### config.mk
export PLATFORM = sky130hd
export DESIGN_NAME = power_soft_start_sequencer
export DESIGN_NICKNAME = d
export VERILOG_FILES = /design/src/rtl/core/pss_pkg.sv /design/src/rtl/core/power_soft_start_sequencer.sv /design/src/rtl/core/pss_step.sv
export SDC_FILE = /design/constraint.sdc
export NUM_CORES = 1
export LEC_CHECK = 0
export ABC_AREA = 1
export BUFFER_PORTS_ARGS = -buffer_cell sky130_fd_sc_hd__buf_2
export CORE_AREA = 2 2 132 134
export DETAILED_ROUTE_END_ITERATION = 7
export DIE_AREA = 0 0 134 136
export PLACE_DENSITY_LB_ADDON = 0.25
export SLEW_MARGIN = 20
export SYNTH_ARGS = -nofsm -noshare
export SYNTH_HDL_FRONTEND = slang
export SYNTH_SLANG_ARGS = --single-unit
### constraint.sdc
create_clock -name clk -period 3.4 [get_ports clk]
set_input_delay 0.17 -clock clk [delete_from_list [all_inputs] [get_ports clk]]
set_output_delay 0.17 -clock clk [all_outputs]
set_load 0.01 [all_outputs]
### src/rtl/core/pss_pkg.sv
// Shared types, constants and helpers of the power soft-start sequencer.
`default_nettype none

package pss_pkg;

  // Datapath widths.
  localparam int REF_BITS   = 12;
  localparam int COUNT_BITS = 16;
  localparam int DELAY_BITS = 16;
  localparam int STEP_BITS  = 8;

  localparam logic [REF_BITS-1:0] REF_MAX = {REF_BITS{1'b1}};

  // Stream beat widths, padded to whole bytes.
  localparam int IN_ITEM_W  = 5 + REF_BITS;
  localparam int IN_DATA_W  = ((IN_ITEM_W + 7) / 8) * 8;
  localparam int OUT_ITEM_W = 3 + 3 + 1 + 1 + REF_BITS + 2;
  localparam int OUT_DATA_W = ((OUT_ITEM_W + 7) / 8) * 8;

  // Configuration register map.
  localparam int CFG_ADDR_W = 4;
  localparam logic [1:0] REG_ON_DELAY   = 2'd0;
  localparam logic [1:0] REG_GOOD_DELAY = 2'd1;
  localparam logic [1:0] REG_RAMP_STEP  = 2'd2;
  localparam logic [1:0] REG_AUTO_GO    = 2'd3;

  // Reset values of the configuration registers.
  localparam logic [DELAY_BITS-1:0] ON_DELAY_RST   = DELAY_BITS'(500);
  localparam logic [DELAY_BITS-1:0] GOOD_DELAY_RST = DELAY_BITS'(200);
  localparam logic [STEP_BITS-1:0]  RAMP_STEP_RST  = STEP_BITS'(4);

  // Operating status codes.
  localparam logic [2:0] ST_OFF      = 3'd0;
  localparam logic [2:0] ST_STANDBY  = 3'd1;
  localparam logic [2:0] ST_STARTING = 3'd2;
  localparam logic [2:0] ST_ON       = 3'd3;
  localparam logic [2:0] ST_FAULT    = 3'd4;

  // Peripheral command codes.
  localparam logic [1:0] CMD_NONE   = 2'd0;
  localparam logic [1:0] CMD_INIT   = 2'd1;
  localparam logic [1:0] CMD_LAUNCH = 2'd2;

  // Sequence phases, one-hot.
  typedef enum logic [7:0] {
    PH_INIT     = 8'b0000_0001,
    PH_LAUNCH   = 8'b0000_0010,
    PH_STANDBY  = 8'b0000_0100,
    PH_ON_DELAY = 8'b0000_1000,
    PH_RAMP     = 8'b0001_0000,
    PH_GOOD_DLY = 8'b0010_0000,
    PH_COMPLETE = 8'b0100_0000,
    PH_FAULT    = 8'b1000_0000
  } pss_phase_t;

  // Phase number as reported on the result beat.
  localparam logic [2:0] PHN_INIT     = 3'd0;
  localparam logic [2:0] PHN_LAUNCH   = 3'd1;
  localparam logic [2:0] PHN_STANDBY  = 3'd2;
  localparam logic [2:0] PHN_ON_DELAY = 3'd3;
  localparam logic [2:0] PHN_RAMP     = 3'd4;
  localparam logic [2:0] PHN_GOOD_DLY = 3'd5;
  localparam logic [2:0] PHN_COMPLETE = 3'd6;
  localparam logic [2:0] PHN_FAULT    = 3'd7;

  // Input item, last field in the lowest bits.
  typedef struct packed {
    logic [REF_BITS-1:0] target_ref;
    logic                go_in;
    logic                enable_in;
    logic                fault_trip;
    logic                fault_clear;
    logic                adc_seen;
  } pss_item_t;

  // Result item, last field in the lowest bits.
  typedef struct packed {
    logic [1:0]          peripheral_cmd;
    logic [REF_BITS-1:0] loop_reference;
    logic                loop_enable;
    logic                pwm_enable;
    logic [2:0]          phase_now;
    logic [2:0]          run_status;
  } pss_result_t;

  // Configuration seen by the step logic.
  typedef struct packed {
    logic [DELAY_BITS-1:0] on_delay_ticks;
    logic [DELAY_BITS-1:0] good_delay_ticks;
    logic [STEP_BITS-1:0]  ramp_step;
    logic                  auto_go;
  } pss_cfg_t;

  // Sequencer state carried from tick to tick.
  typedef struct packed {
    pss_phase_t            phase;
    logic [COUNT_BITS-1:0] tick_count;
    logic [REF_BITS-1:0]   ramp_reference;
    logic                  use_ramp_reference;
    logic                  enable_latch;
    logic                  go_latch;
    logic                  adc_armed;
    logic                  fault_latched;
    logic                  pwm_on;
    logic                  loop_on;
  } pss_state_t;

  localparam pss_state_t STATE_RST = '{
    phase:              PH_INIT,
    tick_count:         '0,
    ramp_reference:     '0,
    use_ramp_reference: 1'b0,
    enable_latch:       1'b0,
    go_latch:           1'b0,
    adc_armed:          1'b0,
    fault_latched:      1'b0,
    pwm_on:             1'b0,
    loop_on:            1'b0
  };

  // Encode a one-hot phase into its reported number.
  function automatic logic [2:0] phase_num(input pss_phase_t ph);
    logic [2:0] n;
    case (ph)
      PH_INIT:     n = PHN_INIT;
      PH_LAUNCH:   n = PHN_LAUNCH;
      PH_STANDBY:  n = PHN_STANDBY;
      PH_ON_DELAY: n = PHN_ON_DELAY;
      PH_RAMP:     n = PHN_RAMP;
      PH_GOOD_DLY: n = PHN_GOOD_DLY;
      PH_COMPLETE: n = PHN_COMPLETE;
      default:     n = PHN_FAULT;
    endcase
    return n;
  endfunction

endpackage

`default_nettype wire

### src/rtl/core/power_soft_start_sequencer.sv
// Top level of the power soft-start sequencer: stream ports, APB registers, pipeline.
`default_nettype none

// Each input beat is one scheduler tick; it yields exactly one result beat that
// reports the phase, status, enables and loop reference after that tick. The
// block takes one beat per clock while the output side is ready: a beat lands
// in an input register and the tick logic carries it from there into the
// output register, which presents the result beat until out_tready takes it.
// The output register lets the next tick be accepted while a result still
// waits; throughput then follows out_tready. Registers are written over the APB
// port at byte addresses 0 (power-on delay), 4 (power-good delay), 8 (ramp
// step) and 12 (auto start), and should be changed only while the block is idle.

module power_soft_start_sequencer import pss_pkg::*; (
  input  wire logic                  clk,
  input  wire logic                  rst_n,
  // Input stream; tdata from bit 0: adc_seen, fault_clear, fault_trip,
  // enable_in, go_in, target_ref, zero padding.
  input  wire logic                  in_tvalid,
  output logic                       in_tready,
  input  wire logic [IN_DATA_W-1:0]  in_tdata,
  // Result stream; tdata from bit 0: run_status, phase_now, pwm_enable,
  // loop_enable, loop_reference, peripheral_cmd, zero padding.
  output logic                       out_tvalid,
  input  wire logic                  out_tready,
  output logic [OUT_DATA_W-1:0]      out_tdata,
  // Configuration port.
  input  wire logic                  cfg_psel,
  input  wire logic                  cfg_penable,
  input  wire logic                  cfg_pwrite,
  input  wire logic [CFG_ADDR_W-1:0] cfg_paddr,
  input  wire logic [31:0]           cfg_pwdata,
  output logic [31:0]                cfg_prdata,
  output logic                       cfg_pready
);

  pss_cfg_t    cfg_r;
  pss_state_t  state_r;
  pss_state_t  state_nxt;
  pss_item_t   in_item_r;
  logic        in_valid_r;
  pss_result_t out_res_r;
  pss_result_t res_nxt;
  logic        out_valid_r;
  logic        advance;
  logic        cfg_wr;
  logic [1:0]  cfg_idx;

  // Configuration registers.
  assign cfg_pready = 1'b1;
  assign cfg_idx    = cfg_paddr[3:2];
  assign cfg_wr     = cfg_psel & cfg_penable & cfg_pwrite & cfg_pready;

  always_ff @(posedge clk) begin
    if (!rst_n) begin
      cfg_r.on_delay_ticks   <= ON_DELAY_RST;
      cfg_r.good_delay_ticks <= GOOD_DELAY_RST;
      cfg_r.ramp_step        <= RAMP_STEP_RST;
      cfg_r.auto_go          <= 1'b0;
    end else if (cfg_wr) begin
      case (cfg_idx)
        REG_ON_DELAY:   cfg_r.on_delay_ticks   <= cfg_pwdata[DELAY_BITS-1:0];
        REG_GOOD_DELAY: cfg_r.good_delay_ticks <= cfg_pwdata[DELAY_BITS-1:0];
        REG_RAMP_STEP:  cfg_r.ramp_step        <= cfg_pwdata[STEP_BITS-1:0];
        REG_AUTO_GO:    cfg_r.auto_go          <= cfg_pwdata[0];
        default: ;
      endcase
    end
  end

  // Register read-back.
  always_comb begin
    case (cfg_idx)
      REG_ON_DELAY:   cfg_prdata = 32'(cfg_r.on_delay_ticks);
      REG_GOOD_DELAY: cfg_prdata = 32'(cfg_r.good_delay_ticks);
      REG_RAMP_STEP:  cfg_prdata = 32'(cfg_r.ramp_step);
      REG_AUTO_GO:    cfg_prdata = 32'(cfg_r.auto_go);
      default:        cfg_prdata = '0;
    endcase
  end

  // The held tick moves on whenever the output register is free or draining.
  assign advance   = in_valid_r & (~out_valid_r | out_tready);
  assign in_tready = ~in_valid_r | advance;

  // Input register.
  always_ff @(posedge clk) begin
    if (!rst_n) begin
      in_valid_r <= 1'b0;
    end else if (in_tready) begin
      in_valid_r <= in_tvalid;
    end
  end

  always_ff @(posedge clk) begin
    if (in_tready && in_tvalid) begin
      in_item_r <= in_tdata[IN_ITEM_W-1:0];
    end
  end

  // Tick logic.
  pss_step u_step (
    .st     (state_r),
    .cfg    (cfg_r),
    .item   (in_item_r),
    .st_nxt (state_nxt),
    .res    (res_nxt)
  );

  // Sequencer state advances once per processed tick.
  always_ff @(posedge clk) begin
    if (!rst_n) begin
      state_r <= STATE_RST;
    end else if (advance) begin
      state_r <= state_nxt;
    end
  end

  // Output register.
  always_ff @(posedge clk) begin
    if (!rst_n) begin
      out_valid_r <= 1'b0;
    end else if (advance) begin
      out_valid_r <= 1'b1;
    end else if (out_tready) begin
      out_valid_r <= 1'b0;
    end
  end

  always_ff @(posedge clk) begin
    if (advance) begin
      out_res_r <= res_nxt;
    end
  end

  assign out_tvalid = out_valid_r;
  assign out_tdata  = OUT_DATA_W'(out_res_r);

  // A held tick that cannot move on stays held.
  a_in_hold: assert property (@(posedge clk) disable iff (!rst_n)
    in_valid_r && !advance |=> in_valid_r)
    else $error("held tick dropped without being processed");

  // A fault tick always reports the standby phase.
  a_fault_standby: assert property (@(posedge clk) disable iff (!rst_n)
    out_valid_r && out_res_r.run_status == ST_FAULT |->
      out_res_r.phase_now == PHN_STANDBY)
    else $error("fault result not followed by standby phase");

  // Peripheral commands only come with the off status.
  a_cmd_off: assert property (@(posedge clk) disable iff (!rst_n)
    out_valid_r && out_res_r.peripheral_cmd != CMD_NONE |->
      out_res_r.run_status == ST_OFF)
    else $error("peripheral command outside init or launch");

  // The PWM never runs while the status says standby.
  a_standby_pwm: assert property (@(posedge clk) disable iff (!rst_n)
    out_valid_r && out_res_r.run_status == ST_STANDBY |->
      !out_res_r.pwm_enable && !out_res_r.loop_enable)
    else $error("PWM or loop active in standby");

endmodule

`default_nettype wire

### src/rtl/core/pss_step.sv
// Next-state and result logic for one scheduler tick of the sequencer.
`default_nettype none

module pss_step import pss_pkg::*; (
  input  pss_state_t  st,
  input  pss_cfg_t    cfg,
  input  pss_item_t   item,
  output pss_state_t  st_nxt,
  output pss_result_t res
);

  logic                  enable;
  logic                  go;
  pss_phase_t            cur;
  logic [COUNT_BITS-1:0] count_inc;
  logic                  on_done;
  logic                  good_done;
  logic [REF_BITS:0]     ramp_sum;
  logic [REF_BITS-1:0]   ramp_sat;
  logic [2:0]            status;
  logic [1:0]            cmd;

  // Event flags, ramp adder and delay compares.
  assign enable    = item.enable_in | st.enable_latch;
  assign go        = item.go_in | st.go_latch;
  assign cur       = item.fault_trip ? PH_FAULT : st.phase;
  assign count_inc = st.tick_count + COUNT_BITS'(1);
  assign on_done   = 32'(st.tick_count) > 32'(cfg.on_delay_ticks);
  assign good_done = 32'(st.tick_count) > 32'(cfg.good_delay_ticks);
  assign ramp_sum  = {1'b0, st.ramp_reference} + (REF_BITS + 1)'(cfg.ramp_step);
  assign ramp_sat  = ramp_sum[REF_BITS] ? REF_MAX : ramp_sum[REF_BITS-1:0];

  // Phase transitions.
  always_comb begin
    st_nxt = st;
    status = ST_OFF;
    cmd    = CMD_NONE;
    if (item.adc_seen) begin
      st_nxt.adc_armed = 1'b1;
    end
    if (item.fault_clear) begin
      st_nxt.fault_latched = 1'b0;
    end
    case (cur)
      PH_INIT: begin
        cmd                       = CMD_INIT;
        st_nxt.tick_count         = '0;
        st_nxt.ramp_reference     = '0;
        st_nxt.use_ramp_reference = 1'b0;
        st_nxt.loop_on            = 1'b0;
        st_nxt.phase              = PH_LAUNCH;
      end
      PH_LAUNCH: begin
        cmd          = CMD_LAUNCH;
        st_nxt.phase = PH_STANDBY;
      end
      PH_STANDBY: begin
        status         = ST_STANDBY;
        st_nxt.pwm_on  = 1'b0;
        st_nxt.loop_on = 1'b0;
        if (enable && st_nxt.adc_armed && !st_nxt.fault_latched && go) begin
          st_nxt.tick_count = '0;
          st_nxt.phase      = PH_ON_DELAY;
        end
      end
      PH_ON_DELAY: begin
        status            = ST_STARTING;
        st_nxt.tick_count = count_inc;
        if (on_done) begin
          st_nxt.tick_count         = '0;
          st_nxt.ramp_reference     = '0;
          st_nxt.use_ramp_reference = 1'b1;
          st_nxt.phase              = PH_RAMP;
        end
      end
      PH_RAMP: begin
        status                = ST_STARTING;
        st_nxt.pwm_on         = 1'b1;
        st_nxt.loop_on        = 1'b1;
        st_nxt.ramp_reference = ramp_sat;
        if (ramp_sat >= item.target_ref) begin
          st_nxt.tick_count = '0;
          st_nxt.phase      = PH_GOOD_DLY;
        end
      end
      PH_GOOD_DLY: begin
        status            = ST_STARTING;
        st_nxt.tick_count = count_inc;
        if (good_done) begin
          st_nxt.tick_count = '0;
          st_nxt.phase      = PH_COMPLETE;
        end
      end
      PH_COMPLETE: begin
        status                    = ST_ON;
        st_nxt.use_ramp_reference = 1'b0;
      end
      default: begin
        status               = ST_FAULT;
        st_nxt.fault_latched = 1'b1;
        st_nxt.adc_armed     = 1'b0;
        st_nxt.phase         = PH_STANDBY;
      end
    endcase
    // Auto start holds both latches; otherwise go is a one-tick request.
    if (cfg.auto_go) begin
      st_nxt.enable_latch = 1'b1;
      st_nxt.go_latch     = 1'b1;
    end else begin
      st_nxt.go_latch = 1'b0;
    end
  end

  // Result beat built from the state after this tick.
  always_comb begin
    res.run_status     = status;
    res.phase_now      = phase_num(st_nxt.phase);
    res.pwm_enable     = st_nxt.pwm_on;
    res.loop_enable    = st_nxt.loop_on;
    res.loop_reference = st_nxt.use_ramp_reference ? st_nxt.ramp_reference
                                                   : item.target_ref;
    res.peripheral_cmd = cmd;
  end

endmodule

`default_nettype wire
==> results.cfg, run 1 <==
[outcome]
run_status = finished clean

[setup_path]
worst_setup_path_start_kind = flop
critical_path.reg2reg.endpoint = out_tdata[3]
critPathCaptureType = flop
reg2reg_setup_slack_ns = 0.22
timing.critical_path.arrival_ns = 3.35
cp.required_ns = 3.57
timing.critical_path.fanout_max = 7
path_depth_of_the_worst_reg2reg_path = 23
crit-reg2reg-launch = cfg_r[1]
worst-setup-path-type = flop to flop

[finish]
num-fill-cells = 1613
layout-drive-gt1-share = 0.153
postLayoutCellArea_um2 = 8940
antenna_cells = 0
syn2layout_area_growth_pct = 20.9
fin_nets = 1249
final_core_utilization = 0.530

[floorplan]
placement_rows = 48
initial_core_util = 0.438
io-pin-count = 126
die_w_um = 134
die_h_um = 136
dieArea_um2 = 18200
fp.coreArea_um2 = 16900

[timing]
period_needed_ns = 3.18
timing_hold_violations_final = 0
setup_ws_ns = 0.225
finalSetupViolCount = 0
timing_max_transition_violations_final = 0
post-route-period-util = 0.934
relSlewSlack = 0.462
fin_worst_skew_ns = 0.00920
tightestPinTransition_ns = 0.804
max_clk_rate_mhz = 315

[cts]
max-clock-path-buffers = 2
clk_root_buffer_cell = sky130_fd_sc_hd__clkbuf_16
numClockSinks = 125
tritoncts = done
htreeDepth = 4
worstSkewPairLatency_ns = 0.42
clkTransAtPathRegs_ns = 0.06
numCtsBuffers = 17

[synth]
yosysWarningCount = 0
combinational_family_with_the_most_area_after_synthesis = simple AND/OR/NAND/NOR gates
synth-compound-area-share = 0.122
synth.cell_area_um2 = 7400
synthesized_area_fraction_occupied_by_adder_cells = 0.0923
synthTopCellsByArea = sky130_fd_sc_hd__dfxtp_1 (23%), sky130_fd_sc_hd__edfxtp_1 (16%), sky130_fd_sc_hd__nand2_1 (12%), sky130_fd_sc_hd__ha_1 (9.0%), sky130_fd_sc_hd__inv_1 (6.8%)
post_synth_top_area_share = 0.233
synth_cell_type_count = 44
postSynthCellCount = 1014
post_synth_xor_xnor_area = 0.00237
share_of_synthesized_area_spent_on_multiplexers = 0
ys_seq_area_frac = 0.391
synthSimpleGateAreaFrac = 0.282
synth_area_per_cell_um2 = 7.30
synth_largest_area_cell = sky130_fd_sc_hd__dfxtp_1
postSynthRegisterBits = 125

[job]
timing.max_cap.violations = 0

[route]
wl_mm = 18.5
initialDrtViolationCount = 529
route.vias.total = 6799
drt_drc = 0
final_antenna_net_count = 0
route.detailed.vias_per_inst = 4.98
avgRoutedWirePerCell_um = 13.5
drt_pre_antenna_iters = 6

[min_path]
min_path_cells = 3
hold_path_class = input port to flop
hp-start = in_tvalid
hold_path_end = in_valid_r

[power_and_ir_drop]
internal_power_w = 0.00280
post-layout-total-power_w = 0.00379
power.share.clock = 0.450
max-vdd-ir-drop_uv = 345
p_switching_w = 0.000989
share_comb_of_total_power = 0.118
cellPowerDensity_nw_per_um2 = 423
cellLeakagePower_nw = 4.29
power.share.sequential = 0.432
switching_share = 0.261

[place]
hpwlAfterDp_mm = 13.3
dpl_cell_area_um2 = 8030
routabilityCongestion = 0.903
port_buffers = 81
preCtsSetupSlack_ns = -0.0227

[global_route]
antenna_found_initial = 0
first_global_vias = 6285
track_usage = 0.213
first_pass_grt_wire_length_mm = 30.8
grt_max_degree = 54
globalRoute.totalOverflow = 0
Yosys cell counts (all sizes together):
master,number
nand3b,1
a21oi,63
clkbuf,15
a21boi,1
xnor2,2
edfxtp,39
nor3,14
or2,3
o21ai,67
nand3,83
o221ai,7
fa,1
o21bai,2
nor2,111
inv,141
and2,2
o22ai,8
nor4,2
buf,34
a31oi,1
nand4,34
o211ai,10
a21o,2
conb,2
nand2,229
ha,53
dfxtp,86
o31ai,1
placed cells by master (no fill, tap or decap), drive strengths merged, types with 8 or more instances in the layout:
cell         count
o22ai            8
nand3           83
dfxtp           86
a21oi           63
nand2          229
o21ai           67
edfxtp          39
inv            144
nor2           111
dlygate4sd3     23
nand4           34
ha              53
clkbuf          19
nor3            14
buf            104
conb            19
o211ai          10
clkinv           8
per-layer routing:
metal,vias to the layer above,wire [um],track usage
li1,3559,-,-
met1,3053,8580,0.279
met2,162,8550,0.348
met3,25,883,0.0421
met4,0,448,0.0833
met5,-,0,0
timing repair:
| item | CTS | global route |
|---|---|---|
| pin swaps | 0 | 5 |
| hold endpoints to repair | 24 | 0 |
| hold buffers | 23 | 0 |
| setup buffers | 0 | 3 |
| gates cloned | 0 | 0 |
| resized for setup | 1 | 26 |
| endpoints found under the setup margin | 11 | 19 |
power groups by stage:
stage | registers [W] | clock network [W] | logic [W]
after global routing | 0.00164 | 0.00180 | 0.000507
after global placement | 0.00167 | 0 | 0.000403
after detailed placement | 0.00167 | 0 | 0.000406
after CTS | 0.00164 | 0.00174 | 0.000430
after floorplan | 0.00167 | 0 | 0.000288
final | 0.00164 | 0.00171 | 0.000445
critical path, cell delays in order, from the launching register on:
cell	delay (ns)
sky130_fd_sc_hd__dfxtp_1	0.32
sky130_fd_sc_hd__ha_2	0.19
sky130_fd_sc_hd__fa_2	0.34
sky130_fd_sc_hd__nand2_1	0.07
sky130_fd_sc_hd__inv_1	0.04
sky130_fd_sc_hd__nand2_1	0.06
sky130_fd_sc_hd__nand2_1	0.08
sky130_fd_sc_hd__nand2_2	0.09
sky130_fd_sc_hd__nand2_2	0.08
sky130_fd_sc_hd__nand2_4	0.11
sky130_fd_sc_hd__inv_1	0.05
sky130_fd_sc_hd__or2_1	0.24
sky130_fd_sc_hd__ha_1	0.30
sky130_fd_sc_hd__inv_1	0.06
sky130_fd_sc_hd__nor2_1	0.04
sky130_fd_sc_hd__nor2_1	0.08
sky130_fd_sc_hd__o21ai_1	0.09
sky130_fd_sc_hd__nand2_2	0.11
sky130_fd_sc_hd__buf_4	0.11
sky130_fd_sc_hd__nand3_1	0.10
sky130_fd_sc_hd__nand2_1	0.08
sky130_fd_sc_hd__nand2_1	0.10
sky130_fd_sc_hd__nor2_1	0.12
sky130_fd_sc_hd__nand2_1	0.05
flip-flops by register name, summed over array words and instances (netlist names):
signal	cells
cfg_r	41
in_item_r	17
in_valid_r	1
out_tdata	22
out_tvalid	1
state_r	43
per-stage QoR:
step / std cells / TNS, ns / hold WS [ns]
5_1_grt: 1366 / -0.000641 / 0.0282
2_1_floorplan: 1031 / 0 / 0.269
3_3_place_gp: 1308 / 0 / 0.348
6_report: 1366 / 0 / 0.0217
4_1_cts: 1363 / 0 / 0.0119
3_5_place_dp: 1308 / -0.0366 / 0.348
logic make-up after synthesis:
logic type | after synthesis
flops | 125
buf+inv | 190
xor+xnor | 2
other cells | 2
compound gates | 162
fa+ha+maj | 54
simple gates | 479
area by class of cell:
type	instances	area, um^2	area share
well taps	225	282	0.0315
inverters	141	529	0.0592
repair buffers	127	832	0.0930
clock inverters	13	116	0.0130
multi-input cells	716	3850	0.430
clock buffers	19	443	0.0495
flip-flops and latches	125	2890	0.323
worst max-delay path by stage:
stage                  start           end  slack [ns]  cells after the start
floorplan           cfg_r[1]   state_r[30]        0.34                     23
global placement    cfg_r[1]   state_r[29]        0.08                     22
detailed placement  cfg_r[1]   state_r[32]       -0.02                     23
CTS                 cfg_r[1]   state_r[20]        0.02                     22
global route        cfg_r[1]  out_tdata[3]     -0.0006                     23
finish              cfg_r[1]  out_tdata[3]        0.22                     23
Power figures use the tool's default switching activity.
==> run 2: changes to the inputs <==
- CELL_PAD_IN_SITES_DETAIL_PLACEMENT: default -> 0
- CELL_PAD_IN_SITES_GLOBAL_PLACEMENT: default -> 1
- CORE_AREA: 2 2 132 134 -> 2 2 138 140
- DIE_AREA: 0 0 134 136 -> 0 0 140 142
==> run 2 against run 1 <==
Compared with the run above: the flow now finishes with violations (design-rule violations); sequential power is essentially flat; first-iteration DRC count shrank 28%; cell count grew 0.95%; critical path depth shrank 1; worst setup slack lost 0.025 ns; core utilization shrank 3.8 points; fmax shrank 0.77%; sequential share of layout area shrank 0.45 points; design area grew 1.4%; via count grew 1.3%; critical endpoint is now state_r[20]; highest routed layer is now met5.
==> results.cfg, run 2 (same netlist as run 1, synthesis figures left out) <==
[finish]
syn2layout_area_growth_pct = 22.6
final-instance-count-excl-fill = 1379
mostFrequentLayoutCells = sky130_fd_sc_hd__nand2_1 (221), sky130_fd_sc_hd__inv_1 (133), sky130_fd_sc_hd__nor2_1 (104)
largest-register = state_r
fin_nets = 1252
layout-drive-gt1-share = 0.160
largest_register_ff_count = 43
most_common_library_cell_in_the_layout_ignoring_fill_and_taps = sky130_fd_sc_hd__nand2_1
postLayoutCellArea_um2 = 9070

[timing]
rsz_0062_raised_after_global_routing = true
period_needed_ns = 3.20
post-route-period-util = 0.941
timing_hold_violations_final = 0
relSlewSlack = 0.499
finalSetupViolCount = 0
tightestPinTransition_ns = 0.751
max_clk_rate_mhz = 313
timing_max_transition_violations_final = 0
fin_worst_skew_ns = 0.0107

[floorplan]
initial_core_util = 0.401
die_w_um = 140
io-pin-count = 126
die_h_um = 142
dieArea_um2 = 19900
fp.coreArea_um2 = 18500
placement_rows = 50

[min_path]
hold_path_class = input port to flop
min_path_cells = 3

[cts]
numClockSinks = 125
clkTransAtPathRegs_ns = 0.06
worstSkewPairLatency_ns = 0.43
max-clock-path-buffers = 2
htreeDepth = 4
clk_root_buffer_cell = sky130_fd_sc_hd__clkbuf_16
tritoncts = done
numCtsBuffers = 17

[route]
route.vias.total = 6886
met2_length_mm = 9.41
met1_length_mm = 9.65
wl_mm = 20.2
initialDrtViolationCount = 382
route.detailed.vias_per_inst = 4.99
avgRoutedWirePerCell_um = 14.7
drt_drc = 6
highest-signal-layer = met5
met3_wire_length_um = 725
drt_pre_antenna_iters = 8
final_antenna_net_count = 0

[place]
port_buffers = 81
dp_cells = 1319
hpwlAfterDp_mm = 14.5
dpl_cell_area_um2 = 8060
routabilityCongestion = 0.830

[global_route]
globalRoute.totalOverflow = 0
first_pass_grt_wire_length_mm = 32.5
track_usage = 0.207
grt_max_degree = 54
antenna_found_initial = 2
first_global_vias = 6510

[setup_path]
crit_end = state_r[20]
timing.critical_path.fanout_max = 13
cp_slowest_stage_delay_ns = 0.36
critical_path.reg2reg.endpoint = state_r[20]
path_depth_of_the_worst_reg2reg_path = 22
critPathCaptureType = flop
timing.critical_path.arrival_ns = 3.53
crit-reg2reg-launch = cfg_r[1]
worst_setup_path_startpoint = cfg_r[1]
critical_path_depth = 22
worst_setup_path_start_kind = flop
cp_slowest_cell = sky130_fd_sc_hd__fa_2
critical_path.cell_chain = ha_2, fa_2, nand2_1, inv_1, nand2_2, nand2_2, nand2_2, nand2_4, nand2_4, inv_1, or2_1, ha_4, inv_1, nor2_1, nor2_1, o21ai_0, nand2_1, nand4_4, nand2_4, o21ai_4, buf_12, nor2_1
cp.required_ns = 3.73
worst-setup-path-type = flop to flop
worst-path-buf-inv = 4
timing.critical_path.max_delay_family = simple AND/OR/NAND/NOR gates
reg2reg_setup_slack_ns = 0.20

[outcome]
failing_checks = design-rule violations
run_status = complete, but fails checks

[power_and_ir_drop]
cellPowerDensity_nw_per_um2 = 425
max-vdd-ir-drop_uv = 338
cellLeakagePower_nw = 4.31

[job]
timing.max_cap.violations = 0
run 2: changes by cell type in the layout (fill, tap and decap cells not counted), sizes merged:
cell,delta
clkinv,-4
inv,+2
buf,+1
clkinvlp,+3
clkbuf,+1
diode,+1
run 2: layout make-up:
| type | instances | area, um^2 |
|---|---|---|
| clock buffers | 18 | 429 |
| fillers | 1907 | 9390 |
| diodes | 1 | 2.50 |
| repair buffers | 130 | 895 |
| multi-input cells | 716 | 3890 |
| clock inverters | 14 | 134 |
| well taps | 234 | 293 |
| inverters | 141 | 529 |
| flip-flops and latches | 125 | 2890 |
run 2: routing by layer:
| metal | vias to the layer above | global-route usage |
|---|---|---|
| met5 | - | 0 |
| met4 | 2 | 0.0766 |
| met3 | 31 | 0.0427 |
| met2 | 117 | 0.348 |
| met1 | 3173 | 0.266 |
| li1 | 3563 | - |
run 2: worst min path at each step:
stage / start / to / slack, ns
floorplan: in_tdata[0] / in_item_r[0] / 0.27
global placement: in_tdata[8] / in_item_r[8] / 0.35
detailed placement: in_tdata[16] / in_item_r[16] / 0.35
CTS: cfg_pwdata[4] / cfg_r[29] / 0.003
global route: cfg_pwdata[4] / cfg_r[29] / 0.02
finish: cfg_pwdata[4] / cfg_r[29] / 0.009
run 2: tightest hold or removal path: stages:
cell	delay, ns
sky130_fd_sc_hd__buf_2	0.11
sky130_fd_sc_hd__nand2_1	0.06
sky130_fd_sc_hd__o211ai_1	0.06
run 2: report_power, final:
| part | leakage, nW | switching, W | internal [W] |
|---|---|---|---|
| Sequential | 1.07 | 0.0000316 | 0.00160 |
| Combinational | 2.97 | 0.000283 | 0.000173 |
| Clock | 0.266 | 0.000748 | 0.00102 |
| Total | 4.31 | 0.00106 | 0.00279 |
run 2: what timing repair did:
action	4_1_cts	5_1_grt
setup endpoints to repair	6	19
hold endpoints to repair	25	0
gates cloned	0	2
hold buffers	23	0
pin swaps	0	11
buffers inserted	0	2
resized for setup	1	33
run 2: per-stage QoR:
step	setup slack (ns)	hold slack, ns	util	setup TNS [ns]	power [W]
final	0.200	0.00932	0.491	0	0.00386
after global routing	-0.0101	0.0221	0.491	-0.0171	0.00403
after CTS	0.0111	0.00314	0.480	0	0.00388
after detailed placement	-0.0285	0.349	0.437	-0.0465	0.00208
after global placement	-0.0189	0.347	0.437	-0.0495	0.00208
after floorplan	0.340	0.269	-	0	0.00196
==> run 3: changes to the inputs <==
- CORE_AREA: 2 2 138 140 -> 3 3 139 141
- DIE_AREA: 0 0 140 142 -> 0 0 142 144
==> run 3 against run 2 <==
Compared with the run above: the run now ends clean; via count is 0.46% lower; first-iteration DRC count up 9.7%; global-route usage decreased by 0.95 points; worst hold slack improved by 0.012 ns; cell count down 0.36%; die area rose by 2.9%; critical path depth stayed put; sequential share of layout area up 0.15 points; fmax is 0.26% lower; core utilization is 0.80 points higher.
==> results.cfg, run 3 (same netlist as run 1, synthesis figures left out) <==
[setup_path]
cp.required_ns = 3.73
critPathCaptureType = flop
worst_setup_path_start_kind = flop
worst-setup-path-type = flop to flop
cp_slowest_cell = sky130_fd_sc_hd__ha_1
reg2reg_setup_slack_ns = 0.19
timing.critical_path.fanout_max = 10
timing.critical_path.arrival_ns = 3.53
critical_path.reg2reg.endpoint = state_r[29]
path_depth_of_the_worst_reg2reg_path = 22
cp_slowest_stage_delay_ns = 0.36
worst_setup_path_startpoint = cfg_r[1]
crit-reg2reg-launch = cfg_r[1]
cp_common_cell = sky130_fd_sc_hd__nand2_1
critical_path.cell_chain = ha_2, fa_2, nand2_1, inv_1, nand2_1, nand2_2, nand2_2, nand2_2, nand2_4, nand3b_1, ha_1, buf_4, nand2_1, nor2_2, and2_1, nand2_1, nand4_4, clkbuf_16, nand3_1, nand2_1, nand2_1, nor2_1

[global_route]
grt_max_degree = 54
first_pass_grt_wire_length_mm = 31.9
first_global_vias = 6236
globalRoute.totalOverflow = 0
track_usage = 0.198
antenna_found_initial = 2

[timing]
relSlewSlack = 0.489
post-route-period-util = 0.944
timing_max_transition_violations_final = 0
tightestPinTransition_ns = 0.765
fin_worst_skew_ns = 0.0130
period_needed_ns = 3.21
max_clk_rate_mhz = 312
timing_hold_violations_final = 0
finalSetupViolCount = 0

[power_and_ir_drop]
max-vdd-ir-drop_uv = 328
power.share.clock = 0.465
cellPowerDensity_nw_per_um2 = 432
cellLeakagePower_nw = 4.32
p_switching_w = 0.00107
switching_share = 0.274
share_comb_of_total_power = 0.116
power.share.sequential = 0.419
internal_power_w = 0.00284
post-layout-total-power_w = 0.00391

[cts]
worstSkewPairLatency_ns = 0.43
numCtsBuffers = 17
numClockSinks = 125
tritoncts = done
max-clock-path-buffers = 2
clkTransAtPathRegs_ns = 0.06
clk_root_buffer_cell = sky130_fd_sc_hd__clkbuf_16
htreeDepth = 4

[route]
wl_mm = 20.1
drt_pre_antenna_iters = 6
route.detailed.vias_per_inst = 4.99
initialDrtViolationCount = 419
avgRoutedWirePerCell_um = 14.7
drt_drc = 0
final_antenna_net_count = 0
route.vias.total = 6854

[place]
dp_cells = 1313
routabilityCongestion = 0.816
dpl_cell_area_um2 = 8050
hpwlAfterDp_mm = 14.5
port_buffers = 81

[floorplan]
initial_core_util = 0.409
fp.coreArea_um2 = 18100
placement_rows = 49
die_h_um = 144
dieArea_um2 = 20400
io-pin-count = 126
die_w_um = 142

[outcome]
run_status = finished clean

[finish]
most_common_library_cell_in_the_layout_ignoring_fill_and_taps = sky130_fd_sc_hd__nand2_1
final-instance-count-excl-fill = 1374
syn2layout_area_growth_pct = 22.1
postLayoutCellArea_um2 = 9030
largest-register = state_r
largest_register_ff_count = 43
mostFrequentLayoutCells = sky130_fd_sc_hd__nand2_1 (223), sky130_fd_sc_hd__inv_1 (133), sky130_fd_sc_hd__nor2_1 (104)
final_core_utilization = 0.499
fin_nets = 1252
layout-drive-gt1-share = 0.156

[min_path]
hp-start = cfg_pwdata[5]
hold_path_end = cfg_r[30]
hold_path_class = input port to flop
min_path_cells = 3

[job]
timing.max_cap.violations = 0
[run 3: worst max path at each step]
stage                     cells past startpoint      endpoint
final                                        22   state_r[29]
after global routing                         22  out_tdata[3]
after CTS                                    23   state_r[19]
after detailed placement                     23   state_r[19]
after global placement                       23   state_r[19]
after floorplan                              23   state_r[30]
[run 3: metrics by stage]
step                TNS, ns  hold slack, ns  setup slack, ns
floorplan                 0           0.269            0.340
global placement    -0.0399           0.346          -0.0167
detailed placement   -0.248           0.348          -0.0773
CTS                       0         0.00906           0.0122
global route         -0.367          0.0246          -0.0518
finish                    0          0.0216            0.192
[run 3: worst max-delay path: cells and delay by family, from the launching register on]
kind                     cells  cell delay (ns)
AND/OR/NAND/NOR             16             1.47
flip-flops                   1             0.31
buffers and inverters        3             0.45
adder cells (fa/ha/maj)      3             0.88
[run 3: layout make-up]
class                   instances  area, um^2
diodes                          1        2.50
clock inverters                14         130
repair buffers                130         892
flip-flops and latches        125        2890
inverters                     141         529
multi-input cells             716        3850
well taps                     229         287
fillers                      1813        9050
clock buffers                  18         450
[run 3: metal layers]
layer  wire, um  part of all wire  global-route usage  up-vias
met5          7           0.00035                   0        -
met4        242             0.012              0.0540        2
met3        865             0.043              0.0450       23
met2       9360              0.46               0.319      155
met1       9680              0.48               0.269     3102
li1           -                 -                   -     3572
[run 3: timing repair]
item,CTS,global route
gates cloned,0,2
pin swaps,0,8
resized for setup,2,26
hold buffers,22,0
endpoints found under the hold margin,24,0
buffers inserted,0,4
setup endpoints to repair,9,19
[run 3: power by group through the flow]
stage	clock network (W)	logic, W	registers [W]
after floorplan	0	0.000288	0.00167
after global placement	0	0.000408	0.00167
after detailed placement	0	0.000411	0.00167
after CTS	0.00185	0.000432	0.00164
after global routing	0.00192	0.000514	0.00164
final	0.00182	0.000451	0.00164
